File: config.mk
export PLATFORM = sky130hd
export DESIGN_NAME = harmonic_waveform_synth
export DESIGN_NICKNAME = d
export VERILOG_FILES = /design/src/hw/rtl/hws_pkg.sv /design/src/hw/rtl/hws_regs.sv /design/src/hw/rtl/hws_ctrl.sv /design/src/hw/rtl/hws_dp.sv /design/src/hw/rtl/harmonic_waveform_synth.sv
export SDC_FILE = /design/constraint.sdc
export NUM_CORES = 2
export LEC_CHECK = 0
export BUFFER_PORTS_ARGS = -buffer_cell sky130_fd_sc_hd__buf_4
export CORE_MARGIN = 1
export CORE_UTILIZATION = 45
export DETAILED_ROUTE_END_ITERATION = 7
export HOLD_SLACK_MARGIN = 0.15
export MAX_ROUTING_LAYER = met4
export PLACE_DENSITY = 0.69
export SLEW_MARGIN = 20
export SYNTH_ARGS = -nofsm -noshare
export SYNTH_HDL_FRONTEND = slang
export SYNTH_SLANG_ARGS = --single-unit
File: constraint.sdc
create_clock -name clk -period 19.75 [get_ports clk]
set_input_delay 1.975 -clock clk [delete_from_list [all_inputs] [get_ports clk]]
set_output_delay 1.975 -clock clk [all_outputs]
set_load 0.1 [all_outputs]
File: src/hw/rtl/hws_pkg.sv
// shared types, constants and codes for the harmonic waveform synthesiser
// no dependencies; imported by every module of the block
package hws_pkg;

  localparam int DEF_NUM_HARMONICS = 3;
  localparam int DEF_DAC_BITS      = 12;
  localparam int DEF_PERIOD_BITS   = 16;

  localparam int MAX_HARM   = 3;
  localparam int REG_W      = 16;
  localparam int APB_DATA_W = 32;
  localparam int APB_ADDR_W = 5;
  localparam int MIN_PERIOD = 4;

  // shared multiplier and datapath widths
  localparam int MUL_A_W    = 17;
  localparam int MUL_B_W    = 32;
  localparam int MUL_P_W    = MUL_A_W + MUL_B_W;
  localparam int ACC_W      = 36;
  localparam int MAG_W      = 34;
  localparam int MAG_HALF   = 17;
  localparam int PSCALE_W   = 31;
  localparam int NLO_W      = 48;
  localparam int NUM_W      = 65;
  localparam int DEN_W      = 18;
  localparam int QUOT_W     = 17;
  localparam int ANGLE_W    = 16;
  localparam int DIV_CNT_W  = 5;
  localparam int CODE_W     = 18;

  // sine polynomial, q1.15
  localparam logic [16:0] SIN_C1    = 17'd51472;
  localparam logic [16:0] SIN_C2    = 17'd21024;
  localparam logic [16:0] SIN_C3    = 17'd2320;
  localparam logic [16:0] SIN_MAX   = 17'd32767;
  localparam logic [15:0] QTR_TURN  = 16'd32768;
  localparam logic [16:0] FUND_GAIN = 17'd4096;

  typedef enum logic [2:0] {
    REG_PERIOD, REG_AMP, REG_GAIN2, REG_GAIN3, REG_GAIN4,
    REG_PHASE2, REG_PHASE3, REG_PHASE4
  } reg_idx_t;

  typedef struct packed {
    logic [REG_W-1:0]                period;
    logic [REG_W-1:0]                amp;
    logic [MAX_HARM-1:0][REG_W-1:0]  gain;
    logic [MAX_HARM-1:0][REG_W-1:0]  phase;
  } cfg_t;

  typedef enum logic [3:0] {
    ST_IDLE, ST_START, ST_DIV, ST_SQ, ST_P1, ST_P2, ST_SIN, ST_GMUL,
    ST_ACC, ST_STEP, ST_SCALE, ST_MLO, ST_MHI, ST_FLOAD, ST_FDIV, ST_WRITE
  } state_t;

  typedef enum logic [3:0] {
    MUL_NONE, MUL_XX, MUL_P1, MUL_P2, MUL_XP, MUL_GS, MUL_AS, MUL_LO, MUL_HI
  } mul_op_t;

  typedef struct packed {
    logic      accept;
    logic      m_init;
    logic      m_step;
    logic      div_fin;
    mul_op_t   mul_op;
    logic      x_load;
    logic      x2_load;
    logic      acc_clr;
    logic      acc_add;
    logic      ps_load;
    logic      nlo_load;
    logic      out_load;
    logic [1:0] hidx;
  } cmd_t;

  typedef struct packed {
    logic n_short;
    logic div_busy;
    logic gain_nz;
    logic out_free;
  } status_t;

endpackage

File: src/hw/rtl/hws_regs.sv
// apb register file holding period, amplitude, harmonic gains and phases
// depends on hws_pkg
module hws_regs import hws_pkg::*; (
  input  logic                  clk,
  input  logic                  rst,
  input  logic                  psel,
  input  logic                  penable,
  input  logic                  pwrite,
  input  logic [APB_ADDR_W-1:0] paddr,
  input  logic [APB_DATA_W-1:0] pwdata,
  output logic [APB_DATA_W-1:0] prdata,
  output logic                  pready,
  output cfg_t                  cfg
);

  reg_idx_t         idx;
  logic             wr;
  logic [REG_W-1:0] rd;

  assign idx    = reg_idx_t'(paddr[APB_ADDR_W-1:2]);
  assign wr     = psel && penable && pwrite;
  assign pready = 1'b1;

  always_ff @(posedge clk) begin
    if (rst) begin
      cfg <= '0;
    end else if (wr) begin
      case (idx)
        REG_PERIOD: cfg.period   <= pwdata[REG_W-1:0];
        REG_AMP:    cfg.amp      <= pwdata[REG_W-1:0];
        REG_GAIN2:  cfg.gain[0]  <= pwdata[REG_W-1:0];
        REG_GAIN3:  cfg.gain[1]  <= pwdata[REG_W-1:0];
        REG_GAIN4:  cfg.gain[2]  <= pwdata[REG_W-1:0];
        REG_PHASE2: cfg.phase[0] <= pwdata[REG_W-1:0];
        REG_PHASE3: cfg.phase[1] <= pwdata[REG_W-1:0];
        REG_PHASE4: cfg.phase[2] <= pwdata[REG_W-1:0];
        default: ;
      endcase
    end
  end

  always_comb begin
    case (idx)
      REG_PERIOD: rd = cfg.period;
      REG_AMP:    rd = cfg.amp;
      REG_GAIN2:  rd = cfg.gain[0];
      REG_GAIN3:  rd = cfg.gain[1];
      REG_GAIN4:  rd = cfg.gain[2];
      REG_PHASE2: rd = cfg.phase[0];
      REG_PHASE3: rd = cfg.phase[1];
      REG_PHASE4: rd = cfg.phase[2];
      default:    rd = '0;
    endcase
  end

  assign prdata = {{(APB_DATA_W-REG_W){1'b0}}, rd};

endmodule

File: src/hw/rtl/hws_ctrl.sv
// sequencer: walks the sine terms, the scaling and the final division
// depends on hws_pkg; drives hws_dp through cmd_t and reads status_t
module hws_ctrl import hws_pkg::*; #(
  parameter int NUM_HARMONICS = DEF_NUM_HARMONICS
) (
  input  logic    clk,
  input  logic    rst,
  input  logic    in_valid,
  output logic    in_stall,
  input  status_t st,
  output cmd_t    cmd
);

  localparam logic [1:0] HARM_LIM = 2'(NUM_HARMONICS);

  state_t     state, state_next;
  logic [1:0] hidx, hidx_next;

  always_ff @(posedge clk) begin
    if (rst) begin
      state <= ST_IDLE;
      hidx  <= '0;
    end else begin
      state <= state_next;
      hidx  <= hidx_next;
    end
  end

  always_comb begin
    state_next = state;
    hidx_next  = hidx;
    case (state)
      ST_IDLE:  if (in_valid) state_next = st.n_short ? ST_IDLE : ST_START;
      ST_START: begin
        state_next = ST_DIV;
        hidx_next  = '0;
      end
      ST_DIV:   if (!st.div_busy) state_next = ST_SQ;
      ST_SQ:    state_next = ST_P1;
      ST_P1:    state_next = ST_P2;
      ST_P2:    state_next = ST_SIN;
      ST_SIN:   state_next = ST_GMUL;
      ST_GMUL:  state_next = ST_ACC;
      ST_ACC:   state_next = (hidx < HARM_LIM && st.gain_nz) ? ST_STEP : ST_SCALE;
      ST_STEP: begin
        state_next = ST_DIV;
        hidx_next  = hidx + 2'd1;
      end
      ST_SCALE: state_next = ST_MLO;
      ST_MLO:   state_next = ST_MHI;
      ST_MHI:   state_next = ST_FLOAD;
      ST_FLOAD: state_next = ST_FDIV;
      ST_FDIV:  if (!st.div_busy) state_next = ST_WRITE;
      ST_WRITE: if (st.out_free) state_next = ST_IDLE;
      default:  state_next = ST_IDLE;
    endcase
  end

  always_comb begin
    cmd        = '0;
    cmd.mul_op = MUL_NONE;
    cmd.hidx   = hidx;
    case (state)
      ST_IDLE:  cmd.accept = in_valid;
      ST_START: begin
        cmd.m_init  = 1'b1;
        cmd.acc_clr = 1'b1;
      end
      ST_SQ: begin
        cmd.mul_op = MUL_XX;
        cmd.x_load = 1'b1;
      end
      ST_P1: begin
        cmd.mul_op  = MUL_P1;
        cmd.x2_load = 1'b1;
      end
      ST_P2:    cmd.mul_op = MUL_P2;
      ST_SIN:   cmd.mul_op = MUL_XP;
      ST_GMUL:  cmd.mul_op = MUL_GS;
      ST_ACC:   cmd.acc_add = 1'b1;
      ST_STEP:  cmd.m_step = 1'b1;
      ST_SCALE: cmd.mul_op = MUL_AS;
      ST_MLO: begin
        cmd.mul_op  = MUL_LO;
        cmd.ps_load = 1'b1;
      end
      ST_MHI: begin
        cmd.mul_op   = MUL_HI;
        cmd.nlo_load = 1'b1;
      end
      ST_FLOAD: cmd.div_fin = 1'b1;
      ST_WRITE: cmd.out_load = st.out_free;
      default: ;
    endcase
  end

  assign in_stall = (state != ST_IDLE);

endmodule

File: src/hw/rtl/hws_dp.sv
// datapath: sample index, serial divider, shared multiplier, sine and sum,
// scaling and the output word register; depends on hws_pkg
module hws_dp import hws_pkg::*; #(
  parameter int DAC_BITS    = DEF_DAC_BITS,
  parameter int PERIOD_BITS = DEF_PERIOD_BITS
) (
  input  logic                clk,
  input  logic                rst,
  input  cfg_t                cfg,
  input  cmd_t                cmd,
  input  logic                restart,
  output status_t             st,
  input  logic                out_stall,
  output logic                out_valid,
  output logic [DAC_BITS-1:0] dac_code,
  output logic                period_start,
  output logic                clipped
);

  localparam int PB = PERIOD_BITS;
  localparam logic [CODE_W-1:0] MID   = CODE_W'(1) << (DAC_BITS - 1);
  localparam logic [CODE_W-1:0] TOP   = (CODE_W'(1) << DAC_BITS) - CODE_W'(1);
  localparam logic [MUL_B_W-1:0] SCALE = MUL_B_W'((1 << (DAC_BITS - 1)) - 1);
  localparam logic [DIV_CNT_W-1:0] ANG_ITERS = DIV_CNT_W'(ANGLE_W);
  localparam logic [DIV_CNT_W-1:0] FIN_ITERS = DIV_CNT_W'(QUOT_W);

  function automatic logic [REG_W-1:0] gain_at(input cfg_t c, input logic [1:0] i);
    case (i)
      2'd0:    gain_at = c.gain[0];
      2'd1:    gain_at = c.gain[1];
      2'd2:    gain_at = c.gain[2];
      default: gain_at = '0;
    endcase
  endfunction

  function automatic logic [REG_W-1:0] phase_at(input cfg_t c, input logic [1:0] i);
    case (i)
      2'd0:    phase_at = c.phase[0];
      2'd1:    phase_at = c.phase[1];
      2'd2:    phase_at = c.phase[2];
      default: phase_at = '0;
    endcase
  endfunction

  logic [PB-1:0]          n, k, m, m_new;
  logic [PB:0]            m_sum, m_mod;
  logic                   n_short;

  logic [DEN_W-1:0]       rem, dvs;
  logic [QUOT_W-1:0]      sh, quot;
  logic [DIV_CNT_W-1:0]   div_cnt;
  logic [DEN_W:0]         trial;
  logic                   ge;

  logic [ANGLE_W-1:0]     t, xr, x_c, x, x2;
  logic                   neg;
  logic [16:0]            p1, p2, s_raw;
  logic [15:0]            s_c;
  logic [REG_W-1:0]       phase_sel;
  logic [MUL_A_W-1:0]     gain_sel;

  logic [MUL_A_W-1:0]     mul_a;
  logic [MUL_B_W-1:0]     mul_b;
  logic [MUL_P_W-1:0]     preg;

  logic signed [ACC_W-1:0] acc;
  logic [ACC_W-1:0]       acc_abs;
  logic [MAG_W-1:0]       mag;
  logic [DEN_W-1:0]       den;
  logic [PSCALE_W-1:0]    pscale;
  logic [NLO_W-1:0]       nlo;
  logic [NUM_W-1:0]       num;

  logic [CODE_W-1:0]      off, code_c;
  logic                   clip_c;

  // sample index and harmonic angle index
  assign n       = cfg.period[PB-1:0];
  assign n_short = n < PB'(MIN_PERIOD);
  assign m_sum   = {1'b0, m} + {1'b0, k};
  assign m_mod   = (m_sum >= {1'b0, n}) ? m_sum - {1'b0, n} : m_sum;
  assign m_new   = cmd.m_init ? k : m_mod[PB-1:0];

  always_ff @(posedge clk) begin
    if (rst) begin
      k <= '0;
    end else if (cmd.accept) begin
      if (restart || (!n_short && k >= n)) k <= '0;
    end else if (cmd.out_load) begin
      k <= k + PB'(1);
    end
  end

  always_ff @(posedge clk) begin
    if (cmd.m_init || cmd.m_step) m <= m_new;
  end

  // restoring divider, one quotient bit a cycle
  assign trial = {rem, sh[QUOT_W-1]};
  assign ge    = trial >= {1'b0, dvs};
  assign num   = {{(NUM_W-NLO_W){1'b0}}, nlo} + {preg[NLO_W-1:0], {MAG_HALF{1'b0}}};

  always_ff @(posedge clk) begin
    if (rst) begin
      div_cnt <= '0;
    end else if (cmd.m_init || cmd.m_step) begin
      div_cnt <= ANG_ITERS;
    end else if (cmd.div_fin) begin
      div_cnt <= FIN_ITERS;
    end else if (div_cnt != '0) begin
      div_cnt <= div_cnt - DIV_CNT_W'(1);
    end
  end

  always_ff @(posedge clk) begin
    if (cmd.m_init || cmd.m_step) begin
      rem  <= DEN_W'(m_new);
      sh   <= '0;
      quot <= '0;
      dvs  <= DEN_W'(n);
    end else if (cmd.div_fin) begin
      // (num >> 30) split: high part below den, low part shifted in
      rem  <= DEN_W'(num[63:47]);
      sh   <= num[46:30];
      quot <= '0;
      dvs  <= den;
    end else if (div_cnt != '0) begin
      rem  <= ge ? DEN_W'(trial - {1'b0, dvs}) : trial[DEN_W-1:0];
      sh   <= {sh[QUOT_W-2:0], 1'b0};
      quot <= {quot[QUOT_W-2:0], ge};
    end
  end

  // sine of the turn angle
  assign phase_sel = (cmd.hidx == 2'd0) ? '0 : phase_at(cfg, cmd.hidx - 2'd1);
  assign gain_sel  = (cmd.hidx == 2'd0) ? FUND_GAIN
                                        : {1'b0, gain_at(cfg, cmd.hidx - 2'd1)};
  assign t     = quot[ANGLE_W-1:0] + phase_sel;
  assign xr    = {1'b0, t[13:0], 1'b0};
  assign x_c   = t[14] ? QTR_TURN - xr : xr;
  assign p1    = SIN_C2 - preg[31:15];
  assign p2    = SIN_C1 - preg[31:15];
  assign s_raw = preg[31:15];
  assign s_c   = (s_raw > SIN_MAX) ? SIN_MAX[15:0] : s_raw[15:0];

  always_ff @(posedge clk) begin
    if (cmd.x_load) begin
      x   <= x_c;
      neg <= t[15];
    end
    if (cmd.x2_load) x2 <= preg[30:15];
  end

  // shared multiplier, product registered
  assign acc_abs = acc[ACC_W-1] ? ACC_W'(-acc) : ACC_W'(acc);
  assign mag     = acc_abs[MAG_W-1:0];

  always_comb begin
    case (cmd.mul_op)
      MUL_XX: begin
        mul_a = MUL_A_W'(x_c);
        mul_b = MUL_B_W'(x_c);
      end
      MUL_P1: begin
        mul_a = SIN_C3;
        mul_b = MUL_B_W'(preg[30:15]);
      end
      MUL_P2: begin
        mul_a = p1;
        mul_b = MUL_B_W'(x2);
      end
      MUL_XP: begin
        mul_a = MUL_A_W'(x);
        mul_b = MUL_B_W'(p2);
      end
      MUL_GS: begin
        mul_a = gain_sel;
        mul_b = MUL_B_W'(s_c);
      end
      MUL_AS: begin
        mul_a = MUL_A_W'(cfg.amp);
        mul_b = SCALE;
      end
      MUL_LO: begin
        mul_a = mag[MAG_HALF-1:0];
        mul_b = MUL_B_W'(preg[PSCALE_W-1:0]);
      end
      MUL_HI: begin
        mul_a = mag[MAG_W-1:MAG_HALF];
        mul_b = MUL_B_W'(pscale);
      end
      default: begin
        mul_a = '0;
        mul_b = '0;
      end
    endcase
  end

  always_ff @(posedge clk) begin
    preg <= MUL_P_W'(mul_a) * MUL_P_W'(mul_b);
  end

  // weighted sum and gain total
  always_ff @(posedge clk) begin
    if (cmd.acc_clr) begin
      acc <= '0;
      den <= '0;
    end else if (cmd.acc_add) begin
      acc <= neg ? acc - $signed(ACC_W'(preg[31:0])) : acc + $signed(ACC_W'(preg[31:0]));
      den <= den + DEN_W'(gain_sel);
    end
    if (cmd.ps_load)  pscale <= preg[PSCALE_W-1:0];
    if (cmd.nlo_load) nlo    <= preg[NLO_W-1:0];
  end

  // centre, saturate
  assign off = CODE_W'(quot);

  always_comb begin
    clip_c = 1'b0;
    if (acc[ACC_W-1]) begin
      if (off > MID) begin
        code_c = '0;
        clip_c = 1'b1;
      end else begin
        code_c = MID - off;
      end
    end else begin
      code_c = MID + off;
      if (code_c > TOP) begin
        code_c = TOP;
        clip_c = 1'b1;
      end
    end
  end

  // output word register
  always_ff @(posedge clk) begin
    if (rst) begin
      out_valid <= 1'b0;
    end else if (cmd.out_load) begin
      out_valid <= 1'b1;
    end else if (!out_stall) begin
      out_valid <= 1'b0;
    end
  end

  always_ff @(posedge clk) begin
    if (cmd.out_load) begin
      dac_code     <= code_c[DAC_BITS-1:0];
      period_start <= (k == '0);
      clipped      <= clip_c;
    end
  end

  assign st.n_short  = n_short;
  assign st.div_busy = (div_cnt != '0);
  assign st.gain_nz  = (gain_at(cfg, cmd.hidx) != '0);
  assign st.out_free = !out_valid || !out_stall;

  a_div_idle_on_start: assert property (@(posedge clk) disable iff (rst)
    (cmd.m_init || cmd.m_step || cmd.div_fin) |-> (div_cnt == '0))
    else $error("divider restarted while busy");

  a_no_overwrite: assert property (@(posedge clk) disable iff (rst)
    cmd.out_load |-> (!out_valid || !out_stall))
    else $error("output word overwritten");

  a_index_in_period: assert property (@(posedge clk) disable iff (rst)
    cmd.m_init |-> (k < n))
    else $error("sample index outside period");

  a_clip_at_rail: assert property (@(posedge clk) disable iff (rst)
    (out_valid && clipped) |-> (dac_code == '0 || dac_code == {DAC_BITS{1'b1}}))
    else $error("clipped code not at a rail");

endmodule

File: src/hw/rtl/harmonic_waveform_synth.sv
// top level of the additive harmonic waveform synthesiser
// depends on hws_pkg, hws_regs, hws_ctrl and hws_dp
//
// usage:
//   each word on the input channel (in_valid / in_stall, field restart) is one
//   sample tick. for every tick the block returns one word on the output
//   channel (out_valid / out_stall) carrying dac_code, period_start and
//   clipped, unless the period register is below four, in which case the tick
//   is consumed silently (restart still clears the sample index).
//   registers sit on an apb port at byte address 4*i, always ready, and must be
//   written only while the block is idle; the block does not enforce this.
// throughput:
//   one tick at a time; the next tick is accepted only once the sequencer is
//   idle again. the one-bit-per-cycle divider (an angle division per term and
//   the final scaling division) and the single shared 17x32 multiplier set how
//   long each tick takes.
// reset:
//   synchronous, clears all configuration registers, the sample index and the output valid.
// stalls:
//   the finished word waits in the output register while out_stall is high;
//   the next tick is already accepted and computed, and only the final write
//   of the output register waits for it to be taken.
module harmonic_waveform_synth import hws_pkg::*; #(
  parameter int NUM_HARMONICS = DEF_NUM_HARMONICS,
  parameter int DAC_BITS      = DEF_DAC_BITS,
  parameter int PERIOD_BITS   = DEF_PERIOD_BITS
) (
  input  logic                  clk,
  input  logic                  rst,
  // apb configuration port
  input  logic                  psel,
  input  logic                  penable,
  input  logic                  pwrite,
  input  logic [APB_ADDR_W-1:0] paddr,
  input  logic [APB_DATA_W-1:0] pwdata,
  output logic [APB_DATA_W-1:0] prdata,
  output logic                  pready,
  // sample tick channel
  input  logic                  in_valid,
  output logic                  in_stall,
  input  logic                  restart,
  // converter code channel
  output logic                  out_valid,
  input  logic                  out_stall,
  output logic [DAC_BITS-1:0]   dac_code,
  output logic                  period_start,
  output logic                  clipped
);

  cfg_t    cfg;
  cmd_t    cmd;
  status_t st;

  // configuration registers
  hws_regs u_regs (
    .clk     (clk),
    .rst     (rst),
    .psel    (psel),
    .penable (penable),
    .pwrite  (pwrite),
    .paddr   (paddr),
    .pwdata  (pwdata),
    .prdata  (prdata),
    .pready  (pready),
    .cfg     (cfg)
  );

  // sequencer: one term after another, then scaling and division
  hws_ctrl #(
    .NUM_HARMONICS (NUM_HARMONICS)
  ) u_ctrl (
    .clk      (clk),
    .rst      (rst),
    .in_valid (in_valid),
    .in_stall (in_stall),
    .st       (st),
    .cmd      (cmd)
  );

  // arithmetic, sample index and output register
  hws_dp #(
    .DAC_BITS    (DAC_BITS),
    .PERIOD_BITS (PERIOD_BITS)
  ) u_dp (
    .clk          (clk),
    .rst          (rst),
    .cfg          (cfg),
    .cmd          (cmd),
    .restart      (restart),
    .st           (st),
    .out_stall    (out_stall),
    .out_valid    (out_valid),
    .dac_code     (dac_code),
    .period_start (period_start),
    .clipped      (clipped)
  );

endmodule

## Yosys cells after proc, flatten, opt, wreduce, memory -nomap -nowiden

Index checks and enable logic that the tools add are counted.

| operators by class | value |
|---|---|
| add/sub/neg operators | 18 |
| $mul | 1 |
| magnitude comparators | 8 |
| equal/unequal tests | 40 |
| mux-type cells | 55 |
| reduce and logical (&&, ||, !) cells | 37 |

Operators by type and width:

| cell | number |
|---|---|
| case mux 31 bit (8 select lines) | 1 |
| two-way mux 16 bit | 12 |
| case mux 16 bit (3 select lines) | 3 |
| case mux 17 bit (8 select lines) | 1 |
| case mux 16 bit (8 select lines) | 1 |
| two-way mux 17 bit | 4 |
| adder 48 x 64 -> 64 bit | 1 |
| case mux 4 bit (15 select lines) | 1 |
| multiplier 17 x 31 -> 48 bit | 1 |
| adder 36 x 33 -> 36 bit | 1 |
| equality test 4 bit, second input constant | 9 |
| two-way mux 12 bit | 3 |
| two-way mux 36 bit | 1 |
| subtractor 36 x 33 -> 36 bit | 1 |
| two-way mux 34 bit | 1 |
| negator 34 bit | 1 |
| equality test 4 x 3 -> 1 bit, second input constant | 8 |
| case mux 4 bit (8 select lines) | 1 |
| greater-or-equal comparator 19 x 18 -> 1 bit | 1 |
| adder 12 x 17 -> 18 bit, first input constant | 1 |
| adder 18 x 16 -> 18 bit | 1 |
| greater-than comparator 18 x 12 -> 1 bit, second input constant | 1 |
| two-way mux 18 bit | 1 |
| AND reduction 2 bit | 9 |
| 47 further kinds | 94 |

| storage, ports and cells | value |
|---|---|
| register bits | 470 |
| output and inout bits | 49 |
| word-level logic and storage cells | 193 |

## Depth between registers and ports, before layout

| depth | value |
|---|---|
| depth in word-level cells | 9 |
| mapped depth | 51 |
| gate-level depth less buffers | 46 |

## By module

Synthesis repeated with hierarchy kept, for this count alone.

| second synthesis, totals | value |
|---|---|
| cell total of the unflattened synthesis | 5,412 |
| area, all modules | 46,054.2 µm² |

By module, submodules not included:

| module | instances | cells each | area an instance (µm²) | sequential area each (µm²) |
|---|---|---|---|---|
| hws_dp | 1 | 4,588 | 39,738.1 | 7,927.6 |
| hws_regs | 1 | 758 | 5,829.3 | 2,562.5 |
| hws_ctrl | 1 | 66 | 486.7 | 120.1 |

## Worst setup path before layout

No wires, ideal clock.

| timing path | value |
|---|---|
| kind | register -> register |
| start | register u_ctrl.hidx[0] |
| end | register u_dp.preg[47] |
| setup time | 0.072 ns |
| arrival | 10.427 ns |
| required time | 19.678 ns |
| setup slack | 9.251 ns |
| cell stages (with the launch flop) | 51 |
| path buffers | 5 |
| period minus slack after synthesis | 10.499 ns |
| cells stage by stage | dfxtp_1 -> inv_1 -> ha_1 -> clkbuf_1 -> clkbuf_1 -> buf_1 -> a222oi_1 -> nor2_1 -> ha_1 -> inv_1 -> fa_1 -> nand2b_1 -> a21oi_1 -> o21ai_1 -> and2b_1 -> o21ai_1 -> a211o_1 -> a21oi_2 -> [15 not listed] -> fa_1 -> inv_1 -> fa_1 -> inv_1 -> ha_1 -> a21o_1 -> a21o_1 -> a21oi_1 -> o21ai_0 -> nor2_1 -> o21ai_0 -> a21oi_1 -> o31ai_1 -> a21oi_1 -> o21ai_0 -> a21o_1 -> a21oi_1 -> xnor2_1 |

| between the ends | value |
|---|---|
| longest elaborated chain between the ends | 9 |
| elaborated cells on any way between the ends | 15 |
| classes of those cells | 3 x add/sub; 1 x mul; 2 x eq/ne; 7 x mux; 2 x reduce/logical |

RTL lines:

| item | RTL line | source |
|---|---|---|
| from (decl) | hws_ctrl.sv:17 | `logic [1:0] hidx, hidx_next;` |
| from (signal assigned) | hws_ctrl.sv:25 | `hidx <= hidx_next;` |
| subtractor 2 x 1 -> 2 bit | hws_dp.sv:135 | `assign phase_sel = (cmd.hidx == 2'd0) ? '0 : phase_at(cfg, cmd.hidx - 2'd1);` |
| equality test 2 bit (tied with other cells) | hws_dp.sv:37 | `case (i)` |
| case mux 16 bit (3 select lines) | hws_dp.sv:37 |  |
| two-way mux 16 bit (*) | hws_dp.sv:135 |  |
| adder 16 bit (*) | hws_dp.sv:138 | `assign t = quot[ANGLE_W-1:0] + phase_sel;` |
| subtractor 16 x 15 -> 16 bit | hws_dp.sv:140 | `assign x_c = t[14] ? QTR_TURN - xr : xr;` |
| two-way mux 16 bit (*) | hws_dp.sv:140 |  |
| named net u_dp.x_c[9] | hws_dp.sv:55 | `logic [ANGLE_W-1:0] t, xr, x_c, x, x2;` |
| case mux 17 bit (8 select lines) / case mux 31 bit (8 select lines) (equally long branches) | hws_dp.sv:159 | `case (cmd.mul_op)` |
| multiplier 17 x 31 -> 48 bit (*) | hws_dp.sv:200 | `preg <= MUL_P_W'(mul_a) * MUL_P_W'(mul_b);` |
| to (signal assigned) | hws_dp.sv:200 |  |
| to (decl) | hws_dp.sv:64 | `logic [MUL_P_W-1:0] preg;` |

The timed path passes the listed nets; every way through them passes the cells marked *.
A chain may end at the register's enable or synchronous reset.

## Final worst setup path

| timing path | value |
|---|---|
| start | register u_ctrl.hidx[0] |
| end | register u_dp.preg[44] |

Same word-level chain as after synthesis.

==> impl_metrics.ini <==
[grt]
antenna_found_initial = 6
grt_max_degree = 77
grt_pass1_wl_um = 217100
track_usage_pct = 28.65
grt.overflow.total = 0
grt_pass1_vias = 37920

[critical_path]
r2r-end = u_dp.preg[44]
crit_type = reg2reg
rrSetupSlack_ps = 7550
worst_path_max_delay_cell = a222oi_1
reg2reg_depth = 42
worstPathRequired_ps = 20290
path_common_cell = fa_1
timing.rr.start = u_ctrl.hidx[0]
worstPathArrival_ps = 12750
slowest_delay_ps = 650
cp_max_fo = 33
crit_path_end_kind = flop
startpoint_type = flop

[floorplanning]
ios = 94
design.core.area_um2 = 98280
fp.dieW_um = 316.9
die_area_um2 = 100400
rows = 115
start_util_pct = 45.41
die_h_um = 316.9

[drt]
routedWlPerCell_um = 20.98
wl_um = 139000
ant_nets = 0
drc = 0
vias = 38630
vias_per_cell = 5.833
drtIter0Drc = 4207
first_pass_iters = 7

[synth]
ys_warn_count = 0
syn_area_per_cell_um2 = 8.307
synth-seq-area-share_pct = 23.77
ys.flop_type = dfxtp_1
synthArstFlopShare_pct = 0
yosysTopAreaCellShare_pct = 19.74
syn_area_um2 = 44630
synth_edf_count = 156
ys_ff_latch = 452
yosys-top-cells-area = fa_1, dfxtp_1, edfxtp_1
yosys.cell_types.count = 85
synthCells = 5372
synth_top_area_cell = fa_1

[placed_design]
hpwl_um = 102300
io_buffers = 58
gp_congestion = 1.013
place_ws_ps = 7804

[clock_network]
ctsRootBufferMaster = clkbuf_16
cts.sinks = 452
cts_resized = 0
numCtsBuffers = 53
tritoncts = yes
insertion_delay_ps = 630
cts_hold_buffers = 0
htree_num_levels = 2
path_clk_slew_ps = 60
post_cts_buffers = 0
cts_buffer_depth = 3

[hold_path]
worstHoldPathCells = 0
hold_class = reg2reg
hold_start = u_dp.preg[47]
min_to = u_dp.nlo[47]

[sta]
setup_violations = 0
fin_setup_tns_ps = 0
max_freq_mhz = 81.95
rsz0062_at_grt = no
fin_crit_sh_pct = 61.79
hold_violations = 0
slew_violations = 0
fin_crit_ps = 12200
worst_slew_pin_slew_ps = 1169
fin_ws_ps = 7547
max-slew-margin-rel_pct = 22.07
clock_skew_ps = 22.16

[power]
power_mw = 3.249
power_density_nw_per_um2 = 67.58
swShare_pct = 35.55
comb_power_share_pct = 32.7
leakage_nw = 21.41
ir_drop_v = 0.00007127
clockPowerShare_pct = 32.3
power.switching_mw = 1.155
p_int_mw = 2.094
power_frac_seq_pct = 35.0

[run_status]
run_status = finished, final reports clean

[cells_and_area]
syn_to_final_growth_pct = 7.732
drive_gt1_share_pct = 5.514
final_nets = 6076

[job]
cap_viol_max_count = 0
## layout make-up
type                       count  area [um^2]
inverter                     630         2365
fill                        9467        50200
sequential                   452        10610
clock inverter                27        329.1
clock buffer                  71         1519
antenna                        4        10.01
tap                         1287         1610
multi-input combinational   4012        30580
timing repair buffer         140         1051
## cell families after synthesis
logic type	count (synthesis)	synth area share, %
mux	33	0.8775
compound gates	1123	15.89
xor+xnor	260	5.136
buf+inv	923	8.007
flops	452	23.77
simple gates	1837	18.09
other cells	2	0.01683
fa+ha+maj	742	28.20
## layout by cell type, fill, tap and decap left out, types with 13 or more instances in the layout
| cell | instances |
|---|---|
| nand4_1 | 38 |
| ha_1 | 302 |
| a21o_1 | 99 |
| edfxtp_1 | 156 |
| clkbuf_16 | 57 |
| or3_1 | 25 |
| inv_1 | 625 |
| o21ai_0 | 186 |
| dfxtp_1 | 295 |
| a311oi_1 | 13 |
| o31ai_1 | 15 |
| and3_1 | 23 |
| a221oi_1 | 16 |
| nor4_1 | 30 |
| o21bai_1 | 17 |
| a22o_1 | 20 |
| mux2i_1 | 20 |
| conb_1 | 17 |
| nand3_1 | 58 |
| nand2b_1 | 42 |
| o211ai_1 | 21 |
| o21a_1 | 25 |
| xor2_1 | 88 |
| nor2b_1 | 42 |
| nor3_1 | 56 |
| a211oi_1 | 31 |
| and2_1 | 127 |
| nand2_1 | 1037 |
| a21oi_1 | 456 |
| buf_4 | 140 |
| xnor2_1 | 170 |
| a22oi_1 | 23 |
| o22ai_1 | 13 |
| fa_1 | 440 |
| a31oi_1 | 32 |
| a222oi_1 | 50 |
| nor2_1 | 297 |
## flip-flops by register name, indices dropped and copies added, names as in the netlist, 15 cells and up
signal,flops
u_dp.dvs,18
u_dp.den,18
u_dp.k,16
u_dp.nlo,31
u_dp.quot,17
u_dp.acc,36
u_dp.preg,48
u_dp.m,16
u_dp.pscale,31
u_dp.x,15
u_dp.rem,18
u_dp.x2,16
u_regs.cfg,128
u_dp.sh,17
## per-layer routing
metal  share of wire (%)  vias up  global-route usage, %
li1                    -    17660                      -
met3                 9.2      371                  4.650
met5                   0        -                      -
met2                  45     1754                  44.23
met1                  40    18840                  36.71
met4                 5.3        0                  13.46
## worst max-delay path by stage
stage	startpoint	endpoint	cells past startpoint
2_1_floorplan	u_ctrl.hidx[0]	u_dp.preg[47]	50
3_3_place_gp	u_ctrl.hidx[0]	u_dp.preg[46]	42
3_5_place_dp	u_ctrl.hidx[0]	u_dp.preg[44]	42
4_1_cts	u_ctrl.hidx[0]	u_dp.preg[44]	42
5_1_grt	u_ctrl.hidx[0]	u_dp.preg[47]	46
6_report	u_ctrl.hidx[0]	u_dp.preg[44]	42
## synth_stat cells (18+ instances only)
cell and number:
clkbuf_1 227, and3_1 23, o21a_1 25, nand4_1 38
nand3_1 59, buf_1 18, o211ai_1 21, nor4_1 30
fa_1 440, dfxtp_1 296, nor2b_1 43, inv_1 627
a22oi_1 23, o21ai_0 188, a31oi_1 33, edfxtp_1 156
a211oi_1 31, xnor2_1 170, and2_1 127, mux2i_1 20
nor2_1 302, a222oi_1 50, or3_1 25, nand2b_1 42
xor2_1 88, nor3_1 61, a21o_1 99, a21oi_1 456
ha_1 302, nand2_1 1038, a22o_1 20
## stage by stage
stage	utilization [%]	std cells	hold slack, ps	instance area [um^2]
global route	48.92	6621	408.9	48070
finish	48.92	6623	404.1	48080
floorplan	-	5387	385.5	44680
CTS	48.91	6619	402.5	48060
detailed placement	47.03	6521	388.7	46220
global placement	47.02	6521	388.5	46210
## power groups by stage
stage          Clock, mW  Sequential (mW)  Combinational, mW
2_1_floorplan          0             1.12              0.832
3_3_place_gp           0             1.15               1.02
3_5_place_dp           0             1.15               1.04
4_1_cts             1.06             1.13               1.05
5_1_grt             1.09             1.14               1.18
6_report            1.05             1.14               1.06
## worst max-delay path, delay by kind of cell, from the launching register on
kind            cells  cell delay, ps
compound gates     19            4580
fa+ha+maj           9            4060
flops               1             410
simple gates        4             900
xor+xnor            3            1000
buf+inv             7            1090
(Power assumes the default switching activity.)
